--- src/design/erg_pkg.sv ---
// ------------------------------------------------------------------
// erg_pkg
// shared sizes, status codes and types of the expert route grouper
// ------------------------------------------------------------------
package erg_pkg;

	localparam int MAX_ROUTES           = 4096;
	localparam int MAX_EXPERTS          = 256;
	localparam int MAX_ROUTES_PER_TOKEN = 16;

	localparam int CNT_W = 13;  // route count, 0..MAX_ROUTES+1
	localparam int IDX_W = 12;  // route position
	localparam int EXP_W = 8;   // expert id
	localparam int NE_W  = 9;   // expert count
	localparam int RPT_W = 5;   // routes per token register
	localparam int SLT_W = 4;   // slot within token

	localparam logic [1:0] ST_OK       = 2'd0;
	localparam logic [1:0] ST_RANGE    = 2'd1;
	localparam logic [1:0] ST_OVERFLOW = 2'd2;
	localparam logic [1:0] ST_MULTIPLE = 2'd3;

	localparam logic CFG_RPT = 1'b0;
	localparam logic CFG_NE  = 1'b1;

	typedef logic [CNT_W-1:0] cnt_t;

endpackage

--- src/design/erg_div.sv ---
// ------------------------------------------------------------------
// erg_div
// restoring remainder unit, one dividend bit per cycle
// ------------------------------------------------------------------
module erg_div (
	input  logic                  clk,
	input  logic                  arst_n,
	input  logic                  start,
	input  erg_pkg::cnt_t         dividend,
	input  logic [erg_pkg::RPT_W-1:0] divisor,
	output logic                  done,
	output logic [erg_pkg::RPT_W-1:0] rem
);
	import erg_pkg::*;

	logic             busy_q;
	logic [3:0]       step_q;
	cnt_t             num_q;
	logic [RPT_W:0]   rem_q;
	logic [RPT_W:0]   trial;

	assign trial = {rem_q[RPT_W-1:0], num_q[CNT_W-1]};

	always_ff @(posedge clk or negedge arst_n) begin
		if (!arst_n) begin
			busy_q <= 1'b0;
			step_q <= '0;
			done   <= 1'b0;
		end else begin
			done <= 1'b0;
			if (start) begin
				busy_q <= 1'b1;
				step_q <= '0;
			end else if (busy_q) begin
				step_q <= step_q + 4'd1;
				if (step_q == 4'(CNT_W - 1)) begin
					busy_q <= 1'b0;
					done   <= 1'b1;
				end
			end
		end
	end

	always_ff @(posedge clk) begin
		if (start) begin
			num_q <= dividend;
			rem_q <= '0;
		end else if (busy_q) begin
			num_q <= {num_q[CNT_W-2:0], 1'b0};
			if (trial >= {1'b0, divisor})
				rem_q <= trial - {1'b0, divisor};
			else
				rem_q <= trial;
		end
	end

	assign rem = rem_q[RPT_W-1:0];

endmodule

--- config.mk ---
export PLATFORM = sky130hd
export DESIGN_NAME = erg_div
export DESIGN_NICKNAME = d
export VERILOG_FILES = /design/src/design/erg_pkg.sv /design/src/design/erg_div.sv
export SDC_FILE = /design/constraint.sdc
export NUM_CORES = 1
export LEC_CHECK = 0
export BUFFER_PORTS_ARGS = -buffer_cell sky130_fd_sc_hd__buf_2
export CAP_MARGIN = 25
export CORE_MARGIN = 5
export CORE_UTILIZATION = 45
export CTS_CLUSTER_SIZE = 16
export DETAILED_ROUTE_END_ITERATION = 10
export GPL_TIMING_DRIVEN = 0
export PLACE_DENSITY = 0.68
export SYNTH_ARGS = -nofsm -noshare
export SYNTH_HDL_FRONTEND = slang
export SYNTH_SLANG_ARGS = --single-unit
--- constraint.sdc ---
create_clock -name clk -period 2.8 [get_ports clk]
set_clock_uncertainty 0.1 [all_clocks]
set_input_delay 0.14 -clock clk [delete_from_list [all_inputs] [get_ports clk]]
set_output_delay 0.14 -clock clk [all_outputs]
set_load 0.01 [all_outputs]
==> flow_summary_export.csv <==
group,metric,value,unit
sta,fmax,426,MHz
routing,detail_route.first_pass.iterations,3,
finish,layout.nets,166,
worst_setup_path,critPathArrivalTime,2.45,ns
floorplanning,placement_rows,19,
min_path,hp-class,"in2reg",
clocking,number_of_clock_sinks,24,
finish,syn_to_final_growth,24.5,%
logic_synthesis,synth.most_common_cell,"sky130_fd_sc_hd__edfxtp_1",
routing,postRouteWirelength,2300,um
power,pwr_density_cell,693,nW/um^2
sta,final_max_slew_viol_count,0,
sta,period_minus_slack,2.35,ns
worst_setup_path,crit_path_end_kind,"flip-flop",
logic_synthesis,synth-edff-count,13,
worst_setup_path,worst_r2r_path_depth,8,
routing,route.detailed.wl_per_inst,13.8,um
logic_synthesis,mappedNetlistNets,127,
logic_synthesis,synthXorXnorAreaFrac,4.26,%
grt,grt.total_usage,11.9,%
routing,antenna_violating_nets_post_route,0,
sta,rsz0062_at_grt,"false",
floorplanning,top_level_ports,27,
sta,timing.setup.tns,0,ns
worst_setup_path,r2r_start,"num_q[12]",
sta,slew_headroom,63.9,%
power,power.ir.vdd_worst,437,uV
flow_run,max-cap-violations,0,
placement,globalplace.congestion,0.728,
logic_synthesis,synth_flop_cell,"sky130_fd_sc_hd__edfxtp_1",
clocking,ctsLongestPathBuffers,2,
logic_synthesis,synth_seq_cells,24,
routing,drt_first_iter_violations,17,
logic_synthesis,synth.top_cells.by_count,"sky130_fd_sc_hd__edfxtp_1, sky130_fd_sc_hd__mux2_2, sky130_fd_sc_hd__inv_1",
min_path,min_to,"num_q[9]",
logic_synthesis,yosys-top-cells-area,"sky130_fd_sc_hd__edfxtp_1, sky130_fd_sc_hd__dfrtp_1, sky130_fd_sc_hd__mux2_2",
clocking,worst_skew_pair.late_latency,0.31,ns
sta,worst_pin_slew,0.541,ns
routing,routed_wire_length_on_met3,101,um
clocking,cts_repair_resize_count,0,
routing,routed-via-count,852,
clocking,cts_tree,"done",
worst_setup_path,worst_reg2reg_endpoint,"rem_q[1]",
floorplanning,dieHeight,62.3,um
routing,drt-vias-per-instance,5.10,
placement,place.detailed.hpwl,1680,um
worst_setup_path,critical_path_required,2.90,ns
floorplanning,design.die.area,3890,um^2
finish,antennaDiodeCount,0,
grt,largest_net_degree_at_the_start_of_global_routing,15,
logic_synthesis,synth_sequential_area_ratio,52.0,%
logic_synthesis,fraction_of_registers_with_async_set_reset,25.0,%
routing,drt_drc_violations_left,0,
floorplanning,coreArea,2690,um^2
floorplanning,initial_utilization,45.9,%
logic_synthesis,mean_syn_cell_area,12.6,um^2
clocking,clkSlewWorstSetupHoldPaths,0.13,ns
logic_synthesis,synth.mux.area_fraction,13.4,%
sta,final_hold_viol_count,0,
worst_setup_path,crit_path_max_fanout,7,
sta,final-setup-viol-count,0,
logic_synthesis,synthDistinctLibCells,31,
worst_setup_path,critPathKind,"reg2reg",
logic_synthesis,synth_simple_gate_area_share,8.43,%
logic_synthesis,main_combinational_cell_family_by_area_after_synthesis,"multiplexers",
floorplanning,die_x,62.3,um
finish,fin_util,57.1,%
clocking,clk_root_buffer_cell,"sky130_fd_sc_hd__clkbuf_4",
logic_synthesis,synth_cells,98,
min_path,hold_depth,2,
grt,first_global_vias,873,
routing,route.met2.wl,1180,um
sta,final.period_utilization,83.9,%
finish,share_of_layout_cells_above_drive_strength_1,34.6,%
clocking,clock_tree.htree_level_count,1,
routing,dr.max_layer_used,"met4",
logic_synthesis,synth_top_area_cell,"sky130_fd_sc_hd__edfxtp_1",
clocking,numCtsBuffers,3,
power,p_leak,0.707,nW
grt,globalRouteOverflowTotal,0,
worst_setup_path,reg2reg_slack,0.45,ns
logic_synthesis,synth-compound-area-share,9.44,%
run_status,status,"finished, final reports clean",
grt,grt_antenna_before_repair,0,
logic_synthesis,post-synth-top-area-fraction,31.7,%
min_path,worst_hold_startpoint,"dividend[9]",
worst_setup_path,crit_path_start_kind,"flip-flop",
routing,route.layer.met1.wl,972,um
logic_synthesis,adder_cell_fraction_of_synth_area,8.73,%
grt,global_route_wire_length_before_repair,3750,um
placement,port_buffers,26,
clocking,postCtsSetupBuffers,0,
logic_synthesis,syn-cell-area,1230,um^2
logic_synthesis,total_number_of_yosys_warnings,0,
[registers in the layout (all words and copies together), names as in the netlist]
signal / count
num_q: 13
rem_q: 5
step_q: 4
busy_q: 1
done: 1
[how the worst max path moves through the flow]
stage	startpoint	to	slack [ns]	cells past startpoint
2_1_floorplan	num_q[12]	rem_q[1]	0.68	8
3_3_place_gp	num_q[12]	rem_q[1]	0.55	8
3_5_place_dp	num_q[12]	rem_q[1]	0.46	8
4_1_cts	num_q[12]	rem_q[1]	0.44	8
5_1_grt	num_q[12]	rem_q[1]	0.31	8
6_report	num_q[12]	rem_q[1]	0.45	8
[logic make-up after synthesis]
kind of cell,count (synthesis)
AOI/OAI and AO/OA,13
DFF,24
xor gates and xnor gates,6
muxes,15
and+or+nand+nor,20
buffers and inverters,12
adders and majority gates,8
[metrics by stage]
step | instances | total power, mW | worst slack [ns] | hold slack, ns | instance area [um^2]
floorplan | 98 | 0.719 | 0.681 | -0.256 | 1230
global placement | 155 | 0.800 | 0.546 | -0.133 | 1400
detailed placement | 155 | 0.813 | 0.457 | -0.127 | 1400
CTS | 161 | 1.07 | 0.442 | 0.000283 | 1470
global route | 167 | 1.13 | 0.311 | 0.00166 | 1530
finish | 167 | 1.06 | 0.450 | 0.0177 | 1530
[layout by cell type, fill, tap and decap left out, drive strengths merged, types with 5 or more instances in the layout]
master / n
dfxtp: 5
nor2: 6
dfrtp: 6
edfxtp: 13
dlygate4sd3: 8
inv: 9
buf: 27
clkbuf: 5
mux2: 12
ha: 7
[worst max-delay path, cell delays in order (launching register included)]
cell and delay, ns:
sky130_fd_sc_hd__edfxtp_1 0.39, sky130_fd_sc_hd__inv_1 0.09, sky130_fd_sc_hd__ha_1 0.15, sky130_fd_sc_hd__inv_1 0.05, sky130_fd_sc_hd__fa_1 0.42, sky130_fd_sc_hd__a21o_1 0.22
sky130_fd_sc_hd__a221oi_4 0.44, sky130_fd_sc_hd__mux2i_1 0.28, sky130_fd_sc_hd__a211oi_2 0.09
[cell type report]
type,count,area (um^2)
well taps,31,38.8
clock buffers,3,22.5
inverters,9,33.8
plain buffers,3,12.5
clock inverters,1,30.0
flip-flops and latches,24,641
multi-input cells,62,546
repair buffers,34,210
fillers,240,1150
[what timing repair did]
item,CTS,global route
hold buffers,2,6
hold endpoints to repair,7,6
endpoints found under the setup margin,0,0
[report_power, final]
group / internal (mW) / leakage (nW) / switching (mW)
logic: 0.179 / 0.422 / 0.174
registers: 0.424 / 0.257 / 0.0370
clock network: 0.145 / 0.0279 / 0.105
[routing by layer]
| layer | track usage [%] | up-vias |
|---|---|---|
| li1 | - | 424 |
| met1 | 13.0 | 405 |
| met2 | 21.2 | 18 |
| met3 | 2.34 | 5 |
| met4 | 6.37 | 0 |
| met5 | 0 | - |
No activity file was read; power rests on OpenSTA's default activity.
